--- config.mk ---
export PLATFORM = sky130hd
export DESIGN_NAME = sprite_pixel_collision
export DESIGN_NICKNAME = d
export VERILOG_FILES = /design/src/rtl/spc_pkg.sv /design/src/rtl/spc_queue.sv /design/src/rtl/spc_front.sv /design/src/rtl/spc_back.sv /design/src/rtl/sprite_pixel_collision.sv
export SDC_FILE = /design/constraint.sdc
export NUM_CORES = 2
export LEC_CHECK = 0
export ABC_AREA = 1
export ABC_CLOCK_PERIOD_IN_PS = 5100
export CAP_MARGIN = 30
export CORE_MARGIN = 2
export CORE_UTILIZATION = 28
export DETAILED_ROUTE_END_ITERATION = 6
export DONT_BUFFER_PORTS = 1
export GPL_ROUTABILITY_DRIVEN = 0
export SLEW_MARGIN = 20
export SYNTH_ARGS = -nofsm -noshare
export SYNTH_HDL_FRONTEND = slang
export SYNTH_SLANG_ARGS = --single-unit
--- constraint.sdc ---
create_clock -name aclk -period 5.1 [get_ports aclk]
set_clock_uncertainty 0.2 [all_clocks]
set_input_delay 0 -clock aclk [delete_from_list [all_inputs] [get_ports aclk]]
set_output_delay 0 -clock aclk [all_outputs]
set_load 0.005 [all_outputs]
--- src/rtl/spc_pkg.sv ---
// Package for sprite_pixel_collision: field widths, defaults, op codes, helpers.
// No dependencies.
package spc_pkg;

    localparam int MAX_WIDTH_DEF  = 32;
    localparam int MAX_HEIGHT_DEF = 32;
    localparam int POS_W          = 12;
    localparam int SIZE_W         = 6;
    localparam int QDEPTH         = 2;

    typedef enum logic {
        OP_LOAD = 1'b0,
        OP_TEST = 1'b1
    } op_t;

    // index width for n entries, at least one bit
    function automatic int idx_w(input int n);
        return (n > 1) ? $clog2(n) : 1;
    endfunction

endpackage

--- src/rtl/spc_queue.sv ---
// Small command queue between the front (classify) and back (mask) stages.
// Depends on spc_pkg.
module spc_queue #(
    parameter int DATA_W = 8
) (
    input  logic              aclk,
    input  logic              aresetn,
    input  logic              push,
    input  logic [DATA_W-1:0] push_data,
    output logic              full,
    input  logic              pop,
    output logic [DATA_W-1:0] pop_data,
    output logic              empty
);
    import spc_pkg::*;

    localparam int PW = idx_w(QDEPTH);
    localparam int NW = $clog2(QDEPTH + 1);

    logic [DATA_W-1:0] mem_reg [QDEPTH];
    logic [PW-1:0]     wr_ptr_reg, wr_ptr_next;
    logic [PW-1:0]     rd_ptr_reg, rd_ptr_next;
    logic [NW-1:0]     count_reg, count_next;

    assign full     = (count_reg == NW'(QDEPTH));
    assign empty    = (count_reg == '0);
    assign pop_data = mem_reg[rd_ptr_reg];

    always_comb begin
        wr_ptr_next = wr_ptr_reg;
        rd_ptr_next = rd_ptr_reg;
        count_next  = count_reg;
        if (push) begin
            wr_ptr_next = (wr_ptr_reg == PW'(QDEPTH - 1)) ? '0 : wr_ptr_reg + PW'(1);
        end
        if (pop) begin
            rd_ptr_next = (rd_ptr_reg == PW'(QDEPTH - 1)) ? '0 : rd_ptr_reg + PW'(1);
        end
        if (push && !pop) begin
            count_next = count_reg + NW'(1);
        end else if (pop && !push) begin
            count_next = count_reg - NW'(1);
        end
    end

    always_ff @(posedge aclk) begin
        if (!aresetn) begin
            wr_ptr_reg <= '0;
            rd_ptr_reg <= '0;
            count_reg  <= '0;
        end else begin
            wr_ptr_reg <= wr_ptr_next;
            rd_ptr_reg <= rd_ptr_next;
            count_reg  <= count_next;
        end
    end

    always_ff @(posedge aclk) begin
        if (push) begin
            mem_reg[wr_ptr_reg] <= push_data;
        end
    end

endmodule

--- src/rtl/spc_front.sv ---
// Front stage: clamps sizes, walks the pixel counters, latches the first
// sprite's geometry and turns each beat into a mask command. Depends on spc_pkg.
module spc_front #(
    parameter int MAX_WIDTH  = spc_pkg::MAX_WIDTH_DEF,
    parameter int MAX_HEIGHT = spc_pkg::MAX_HEIGHT_DEF,
    parameter int CMD_W      = 16
) (
    input  logic                             aclk,
    input  logic                             aresetn,
    input  logic                             in_fire,
    input  logic                             in_op,
    input  logic signed [spc_pkg::POS_W-1:0] in_pos_x,
    input  logic signed [spc_pkg::POS_W-1:0] in_pos_y,
    input  logic [spc_pkg::SIZE_W-1:0]       in_width,
    input  logic [spc_pkg::SIZE_W-1:0]       in_height,
    input  logic                             in_opaque,
    input  logic                             in_last,
    output logic [CMD_W-1:0]                 cmd
);
    import spc_pkg::*;

    localparam int CW    = idx_w(MAX_WIDTH);
    localparam int RW    = idx_w(MAX_HEIGHT);
    localparam int WSZ_W = $clog2(MAX_WIDTH + 1);
    localparam int HSZ_W = $clog2(MAX_HEIGHT + 1);
    localparam int ZW    = SIZE_W + 1;
    localparam int LW    = POS_W + 2;

    typedef struct packed {
        op_t           op;
        logic          clear;
        logic          last;
        logic          px_bit;
        logic [RW-1:0] row;
        logic [CW-1:0] col;
    } cmd_t;

    logic [CW-1:0]           col_reg, col_next;
    logic [RW-1:0]           row_reg, row_next;
    logic signed [POS_W-1:0] first_pos_x_reg, first_pos_y_reg;
    logic [WSZ_W-1:0]        first_width_reg;
    logic [HSZ_W-1:0]        first_height_reg;

    logic [ZW-1:0]     w_ext, h_ext, w_cl, h_cl, col_inc, row_inc;
    logic signed [LW-1:0] lx, ly;
    logic [LW-1:0]     lx_u, ly_u;
    logic              in_x, in_y;
    op_t               op;
    cmd_t              cmd_s;

    // size clamp to 1..MAX
    assign w_ext = {1'b0, in_width};
    assign h_ext = {1'b0, in_height};
    assign w_cl  = (w_ext == '0) ? ZW'(1) : (w_ext > ZW'(MAX_WIDTH))  ? ZW'(MAX_WIDTH)  : w_ext;
    assign h_cl  = (h_ext == '0) ? ZW'(1) : (h_ext > ZW'(MAX_HEIGHT)) ? ZW'(MAX_HEIGHT) : h_ext;

    assign op = op_t'(in_op);

    // second-sprite pixel in the first sprite's frame
    assign lx   = LW'(in_pos_x) + $signed(LW'(col_reg)) - LW'(first_pos_x_reg);
    assign ly   = LW'(in_pos_y) + $signed(LW'(row_reg)) - LW'(first_pos_y_reg);
    assign lx_u = lx;
    assign ly_u = ly;
    assign in_x = !lx[LW-1] && (lx_u < LW'(first_width_reg));
    assign in_y = !ly[LW-1] && (ly_u < LW'(first_height_reg));

    always_comb begin
        cmd_s.op    = op;
        cmd_s.clear = (op == OP_LOAD) && (col_reg == '0) && (row_reg == '0);
        cmd_s.last  = in_last;
        if (op == OP_LOAD) begin
            cmd_s.px_bit = in_opaque;
            cmd_s.row    = row_reg;
            cmd_s.col    = col_reg;
        end else begin
            cmd_s.px_bit = in_opaque && in_x && in_y;
            cmd_s.row    = ly_u[RW-1:0];
            cmd_s.col    = lx_u[CW-1:0];
        end
    end

    assign cmd = cmd_s;

    // raster counters
    assign col_inc = ZW'(col_reg) + ZW'(1);
    assign row_inc = ZW'(row_reg) + ZW'(1);

    always_comb begin
        col_next = col_reg;
        row_next = row_reg;
        if (in_last) begin
            col_next = '0;
            row_next = '0;
        end else if (col_inc >= w_cl) begin
            col_next = '0;
            row_next = (row_inc >= h_cl) ? '0 : row_inc[RW-1:0];
        end else begin
            col_next = col_inc[CW-1:0];
        end
    end

    always_ff @(posedge aclk) begin
        if (!aresetn) begin
            col_reg          <= '0;
            row_reg          <= '0;
            first_pos_x_reg  <= '0;
            first_pos_y_reg  <= '0;
            first_width_reg  <= '0;
            first_height_reg <= '0;
        end else if (in_fire) begin
            col_reg <= col_next;
            row_reg <= row_next;
            if (op == OP_LOAD) begin
                first_pos_x_reg  <= in_pos_x;
                first_pos_y_reg  <= in_pos_y;
                first_width_reg  <= w_cl[WSZ_W-1:0];
                first_height_reg <= h_cl[HSZ_W-1:0];
            end
        end
    end

endmodule

--- src/rtl/spc_back.sv ---
// Back stage: holds the first sprite's mask, runs load and test commands,
// accumulates the hit flag and registers the collision beat. Depends on spc_pkg.
module spc_back #(
    parameter int MAX_WIDTH  = spc_pkg::MAX_WIDTH_DEF,
    parameter int MAX_HEIGHT = spc_pkg::MAX_HEIGHT_DEF,
    parameter int CMD_W      = 16
) (
    input  logic             aclk,
    input  logic             aresetn,
    input  logic [CMD_W-1:0] cmd,
    input  logic             cmd_empty,
    output logic             cmd_pop,
    output logic             m_valid,
    input  logic             m_ready,
    output logic             m_collision
);
    import spc_pkg::*;

    localparam int CW = idx_w(MAX_WIDTH);
    localparam int RW = idx_w(MAX_HEIGHT);

    typedef struct packed {
        op_t           op;
        logic          clear;
        logic          last;
        logic          px_bit;
        logic [RW-1:0] row;
        logic [CW-1:0] col;
    } cmd_t;

    logic [MAX_WIDTH-1:0]  mask_reg [MAX_HEIGHT];
    logic [MAX_HEIGHT-1:0] live_reg, live_next;
    logic                  hit_seen_reg, hit_seen_next;
    logic                  m_valid_reg, m_valid_next;
    logic                  m_collision_reg, m_collision_next;

    cmd_t                  c;
    logic                  emits, is_load, hit;
    logic [MAX_WIDTH-1:0]  row_fresh;

    assign c       = cmd;
    assign is_load = (c.op == OP_LOAD);
    assign emits   = (c.op == OP_TEST) && c.last;
    // a result beat may only leave once the output register is free
    assign cmd_pop = !cmd_empty && (!emits || !m_valid_reg || m_ready);

    // rows not written since the last load start read as clear
    assign hit       = c.px_bit && live_reg[c.row] && mask_reg[c.row][c.col];
    assign row_fresh = MAX_WIDTH'(c.px_bit) << c.col;

    always_comb begin
        live_next        = live_reg;
        hit_seen_next    = hit_seen_reg;
        m_valid_next     = m_valid_reg && !m_ready;
        m_collision_next = m_collision_reg;
        if (cmd_pop) begin
            if (is_load) begin
                if (c.clear) begin
                    live_next = '0;
                end
                live_next[c.row] = 1'b1;
            end else if (c.last) begin
                m_valid_next     = 1'b1;
                m_collision_next = hit_seen_reg || hit;
                hit_seen_next    = 1'b0;
            end else begin
                hit_seen_next = hit_seen_reg || hit;
            end
        end
    end

    always_ff @(posedge aclk) begin
        if (!aresetn) begin
            live_reg     <= '0;
            hit_seen_reg <= 1'b0;
            m_valid_reg  <= 1'b0;
        end else begin
            live_reg     <= live_next;
            hit_seen_reg <= hit_seen_next;
            m_valid_reg  <= m_valid_next;
        end
    end

    always_ff @(posedge aclk) begin
        m_collision_reg <= m_collision_next;
        if (cmd_pop && is_load) begin
            if (c.clear || !live_reg[c.row]) begin
                mask_reg[c.row] <= row_fresh;
            end else begin
                mask_reg[c.row][c.col] <= c.px_bit;
            end
        end
    end

    assign m_valid     = m_valid_reg;
    assign m_collision = m_collision_reg;

endmodule

--- src/rtl/sprite_pixel_collision.sv ---
// sprite_pixel_collision: an accepted beat is written into the command queue, and the back stage registers
// its mask update or collision beat when it pops that command; throughput one pixel per cycle while no result
// stall holds the queue, set by the single mask access per cycle in the back stage.
// Backpressure on m_ready stalls only the last test pixel; up to 3 beats in flight.
// Reset (aresetn low, synchronous) clears counters, latched geometry, hit flag,
// queue and row marks; mask bits are not cleared, a load start clears all row marks.
module sprite_pixel_collision #(
    parameter int MAX_WIDTH  = spc_pkg::MAX_WIDTH_DEF,
    parameter int MAX_HEIGHT = spc_pkg::MAX_HEIGHT_DEF
) (
    input  logic                             aclk,
    input  logic                             aresetn,
    input  logic                             s_valid,
    output logic                             s_ready,
    input  logic                             s_op,
    input  logic signed [spc_pkg::POS_W-1:0] s_pos_x,
    input  logic signed [spc_pkg::POS_W-1:0] s_pos_y,
    input  logic [spc_pkg::SIZE_W-1:0]       s_width,
    input  logic [spc_pkg::SIZE_W-1:0]       s_height,
    input  logic                             s_opaque,
    input  logic                             s_last,
    output logic                             m_valid,
    input  logic                             m_ready,
    output logic                             m_collision
);
    import spc_pkg::*;

    // command: op, clear, last, pixel bit, row, column
    localparam int CW    = idx_w(MAX_WIDTH);
    localparam int RW    = idx_w(MAX_HEIGHT);
    localparam int CMD_W = 4 + RW + CW;

    logic             in_fire;
    logic [CMD_W-1:0] front_cmd, back_cmd;
    logic             q_full, q_empty, q_pop;

    // a beat is taken whenever the queue has a slot
    assign s_ready = !q_full;
    assign in_fire = s_valid && s_ready;

    spc_front #(
        .MAX_WIDTH  (MAX_WIDTH),
        .MAX_HEIGHT (MAX_HEIGHT),
        .CMD_W      (CMD_W)
    ) u_front (
        .aclk      (aclk),
        .aresetn   (aresetn),
        .in_fire   (in_fire),
        .in_op     (s_op),
        .in_pos_x  (s_pos_x),
        .in_pos_y  (s_pos_y),
        .in_width  (s_width),
        .in_height (s_height),
        .in_opaque (s_opaque),
        .in_last   (s_last),
        .cmd       (front_cmd)
    );

    // decouples classification from mask access
    spc_queue #(
        .DATA_W (CMD_W)
    ) u_queue (
        .aclk      (aclk),
        .aresetn   (aresetn),
        .push      (in_fire),
        .push_data (front_cmd),
        .full      (q_full),
        .pop       (q_pop),
        .pop_data  (back_cmd),
        .empty     (q_empty)
    );

    spc_back #(
        .MAX_WIDTH  (MAX_WIDTH),
        .MAX_HEIGHT (MAX_HEIGHT),
        .CMD_W      (CMD_W)
    ) u_back (
        .aclk        (aclk),
        .aresetn     (aresetn),
        .cmd         (back_cmd),
        .cmd_empty   (q_empty),
        .cmd_pop     (q_pop),
        .m_valid     (m_valid),
        .m_ready     (m_ready),
        .m_collision (m_collision)
    );

endmodule

==> results by stage <==
Worst hold path:
- For hold timing, the worst endpoint is u_front.col_reg[4].
- The path class of the lowest-slack min-delay path is input pin to register.
- Along the worst hold path, the cell count comes to 4.
- In this run the most critical hold path is launched from s_valid.

Final layout:
- In the final design database the tool counted 6800 nets.
- In the layout the commonest cells are sky130_fd_sc_hd__nand2_1, sky130_fd_sc_hd__nor2_1, sky130_fd_sc_hd__edfxtp_1.
- For this run, the share of the core covered by cells in the final layout is 0.320.
- The post-synthesis to final-layout area growth is 13.6%.
- The sequential standard cell area is approximately 33000 µm².
- The library cell used most frequently in the layout, excluding fill and tap cells, is sky130_fd_sc_hd__nand2_1.
- The flip-flop count of the largest register, all copies and words added is 1024.
- The fraction of layout instances using a drive strength above 1 is 0.0616.
- In the final layout, the multi-input gates occupy 18900 µm².
- After filler insertion, the fill cell instance count of the layout stands at around 21000.

Worst setup path:
- The nature of the critical path startpoint is a register.
- The kind of end point of the critical path is a register.
- The worst reg2reg path depth is 17.
- The category of the critical setup timing path is register to register.
- The highest net fanout along the worst path is 5.
- The data arrival time of the critical path is 4.75 ns.
- Data on the critical path is required at its endpoint by 5.48 ns.
- For flop-to-flop paths, the worst setup slack is around 0.73 ns.
- The start of the worst register-to-register path is u_front.col_reg[2].
- The endpoint of the most critical register-to-register path is u_queue.mem_reg[0][10].

Clocking:
- CTS placed an instance of sky130_fd_sc_hd__clkbuf_16 at the clock tree root.
- The buffer levels on the longest clock path is 3.
- The tree built by TritonCTS fans out to 1138 sinks.
- The maximum level of the CTS H-tree is 3.
- Buffers inserted during clock tree synthesis total between 100 and 150.
- Clock-pin slew was measured on the worst setup and hold paths at approximately 0.060 ns.
- The CTS tree is yes.
- The source-to-sink clock delay at the later pin of the worst-skew pair is 0.75 ns.
- The number of gates resized after CTS is 0.

Drt:
- The detailed-route via count is 44300.
- After the first detailed-routing iteration, the DRC count stood at 4514.
- The routed wire length is between 150000 and 200000 µm.
- The post-detailed-route DRC marker count is 0.
- After detailed routing, the average wire length per cell comes to 18.3 µm.
- Dividing the detail-routed via count by the number of cells gives between 4 and 5.
- The count of antenna-violating nets left after detailed routing is 0.
- For this run, the detailed router's first-pass iteration total came to 6.

Die:
- The effective utilization at floorplan is 0.282.
- The area enclosed by the die boundary is 207000 µm².
- The number of top-level pins is 46.
- The x dimension of the die is 455 µm.
- From bottom edge to top edge, the die measures 455 µm.
- The floorplan row count is about 170.
- The region available for standard cell placement spans 202000 µm².

Run:
- The tool flagged a number of max-cap violations equal to 0.

Timing:
- The final sum of negative setup slack is 0 ns.
- Setup repair after global routing left no endpoint under its margin.
- Of the available clock period, the critical path in the final layout requires 0.857.
- The worst path needs 4.37 ns of the cycle, external delays included.
- Setup violations remaining at the end of the flow were counted as 0.
- At the pin with the least slew margin, the transition time is 1.09 ns.
- The worst hold margin is 0.0906 ns.
- The worst path meets setup with 0.731 ns of slack.
- Timing would allow up to 229 MHz.
- Measured against its own limit, the worst slew margin works out to 0.274.
- The final number of hold-violating endpoints is 0.
- The count of final max-slew check failures is 0.

GRT:
- The first global-routing pass estimated 259000 µm of wire.
- Across every metal layer, demand over resource in global routing totals 0.164.
- Entering global routing, the biggest net connects 216 pins.
- The via count of the first global-routing pass is 42300.
- The number of antenna violations at the first check in global routing is 2.
- Global routing finished with a remaining overflow of 0.

Logic synthesis:
- The post-synthesis async set-or-reset flop share is 0.
- The synthesized netlist cell count is 6762.
- The number of enable flip-flop cells after synthesis is 1053.
- The sequential-to-total area share from yosys stat is 0.584.
- The synthesis-stage register bit count is 1138.
- After synthesis the cells add up to 57000 µm².
- During synthesis, Yosys emitted a total of 0 warnings.
- The number of nets produced by synthesis is 6884.
- The average cell area after synthesis is around 8.4 µm².
- In this run, distinct cell masters in the synthesized netlist total 47.
- In the synthesized netlist the dominant register cell turns out to be sky130_fd_sc_hd__edfxtp_1.

Power and ir drop:
- The leakage power is 0.0270 µW.
- Power spread over the standard cell area amounts to 527 nW/µm².
- The peak ir drop on the vdd network is 0.449 mV.

Placed design:
- The post-DP HPWL is about 91000 µm.
- Input and output buffers added on the ports amount to 0.
- The worst slack after detailed placement is ~1.1 ns.

Status:
- The flow ran to the end, and the final reports show no timing, DRC or antenna violations.
[synth_stat cells, types with 6 or more instances]
master | n | area (µm²)
sky130_fd_sc_hd__nor3_2 | 8 | 80.1
sky130_fd_sc_hd__edfxtp_1 | 1053 | 31600
sky130_fd_sc_hd__o21ai_1 | 8 | 40.0
sky130_fd_sc_hd__buf_4 | 8 | 60.1
sky130_fd_sc_hd__xnor2_1 | 6 | 52.6
sky130_fd_sc_hd__buf_1 | 31 | 116
sky130_fd_sc_hd__fa_1 | 10 | 200
sky130_fd_sc_hd__nor3_1 | 6 | 30.0
sky130_fd_sc_hd__a22oi_1 | 16 | 120
sky130_fd_sc_hd__a31oi_2 | 20 | 250
sky130_fd_sc_hd__clkbuf_1 | 245 | 920
sky130_fd_sc_hd__nor2_1 | 1277 | 4790
sky130_fd_sc_hd__ha_1 | 69 | 863
sky130_fd_sc_hd__xor2_1 | 19 | 166
sky130_fd_sc_hd__nand3_1 | 91 | 455
sky130_fd_sc_hd__nand2_1 | 2295 | 8610
sky130_fd_sc_hd__inv_1 | 834 | 3130
sky130_fd_sc_hd__buf_2 | 154 | 771
sky130_fd_sc_hd__nand3b_1 | 38 | 285
sky130_fd_sc_hd__o21ai_0 | 308 | 1540
sky130_fd_sc_hd__a31oi_4 | 10 | 213
sky130_fd_sc_hd__dfxtp_1 | 85 | 1700
sky130_fd_sc_hd__a21oi_1 | 112 | 561
[worst max path at each step]
stage | from | endpoint | slack (ns)
after floorplan | register | u_back.mask_reg[0][10] | 1.77
after global placement | register | u_back.mask_reg[8][28] | 1.07
after detailed placement | register | u_back.mask_reg[11][28] | 1.11
after CTS | u_front.col_reg[2] | u_queue.mem_reg[0][10] | 0.76
after global routing | u_front.col_reg[2] | u_queue.mem_reg[0][10] | 0.48
final | u_front.col_reg[2] | u_queue.mem_reg[0][10] | 0.73
[metal layers]
| layer | part of all wire | GRT usage | wire length, µm | up-vias |
|---|---|---|---|---|
| met1 | 0.42 | 0.217 | 72700 | 21300 |
| met4 | 0.036 | 0.0550 | 6240 | 2 |
| met2 | 0.46 | 0.272 | 79500 | 1766 |
| met3 | 0.083 | 0.0271 | 14300 | 367 |
| li1 | - | - | - | 20900 |
| met5 | 0.000075 | 0 | 13 | - |
[worst max-delay path: stages (launching register included)]
cell	delay, ns
sky130_fd_sc_hd__dfxtp_1	0.42
sky130_fd_sc_hd__inv_1	0.14
sky130_fd_sc_hd__fa_1	0.50
sky130_fd_sc_hd__inv_1	0.04
sky130_fd_sc_hd__ha_1	0.33
sky130_fd_sc_hd__a21oi_1	0.23
sky130_fd_sc_hd__o21ai_0	0.15
sky130_fd_sc_hd__a21oi_1	0.21
sky130_fd_sc_hd__xor2_1	0.25
sky130_fd_sc_hd__ha_1	0.29
sky130_fd_sc_hd__a21oi_1	0.13
sky130_fd_sc_hd__o21ai_0	0.09
sky130_fd_sc_hd__a21oi_1	0.23
sky130_fd_sc_hd__nand4_1	0.13
sky130_fd_sc_hd__nor2_1	0.10
sky130_fd_sc_hd__nand3_1	0.07
sky130_fd_sc_hd__nand2_1	0.11
sky130_fd_sc_hd__dlygate4sd3_1	0.60
[timing repair]
item | in CTS | in global routing
buffers inserted | 0 | 0
endpoints found under the hold margin | 142 | 0
hold buffers | 101 | 0
[power by group]
part	internal (µW)	switching [µW]	total (µW)
clock	4670	3740	8410
combinational	3390	11300	14700
sequential	10900	147	11100
[cell families (layout without fill, tap and decap cells)]
| logic type | after synthesis | in the layout | synth area share |
|---|---|---|---|
| AO/OA/AOI/OAI | 501 | 501 | 0.0518 |
| XOR/XNOR | 25 | 25 | 0.00384 |
| adder cells (fa/ha/maj) | 79 | 79 | 0.0186 |
| buffers and inverters | 1281 | 1300 | 0.0884 |
| flip-flops | 1138 | 1138 | 0.584 |
| multiplexers | 1 | 1 | 0.000175 |
| other | 0 | 1 | 0 |
| AND/OR/NAND/NOR | 3737 | 3737 | 0.253 |
[through the flow]
stage | instances | area [µm²] | power [µW]
CTS | 9453 | 64800 | 34100
global placement | 9127 | 60000 | 25500
floorplan | 6762 | 57000 | 20400
finish | 9454 | 64800 | 34100
global route | 9454 | 64800 | 35900
detailed placement | 9127 | 60000 | 25600
[cell type report]
type,instances,share of cell area
flip-flops and latches,1138,0.514
multi-input cells,4343,0.292
well taps,2672,0.0516
clock buffers,162,0.0503
inverters,842,0.0489
repair buffers,233,0.0357
clock inverters,63,0.00730
diodes,1,0.0000386
Note: power is estimated with default switching activity, not from simulation.
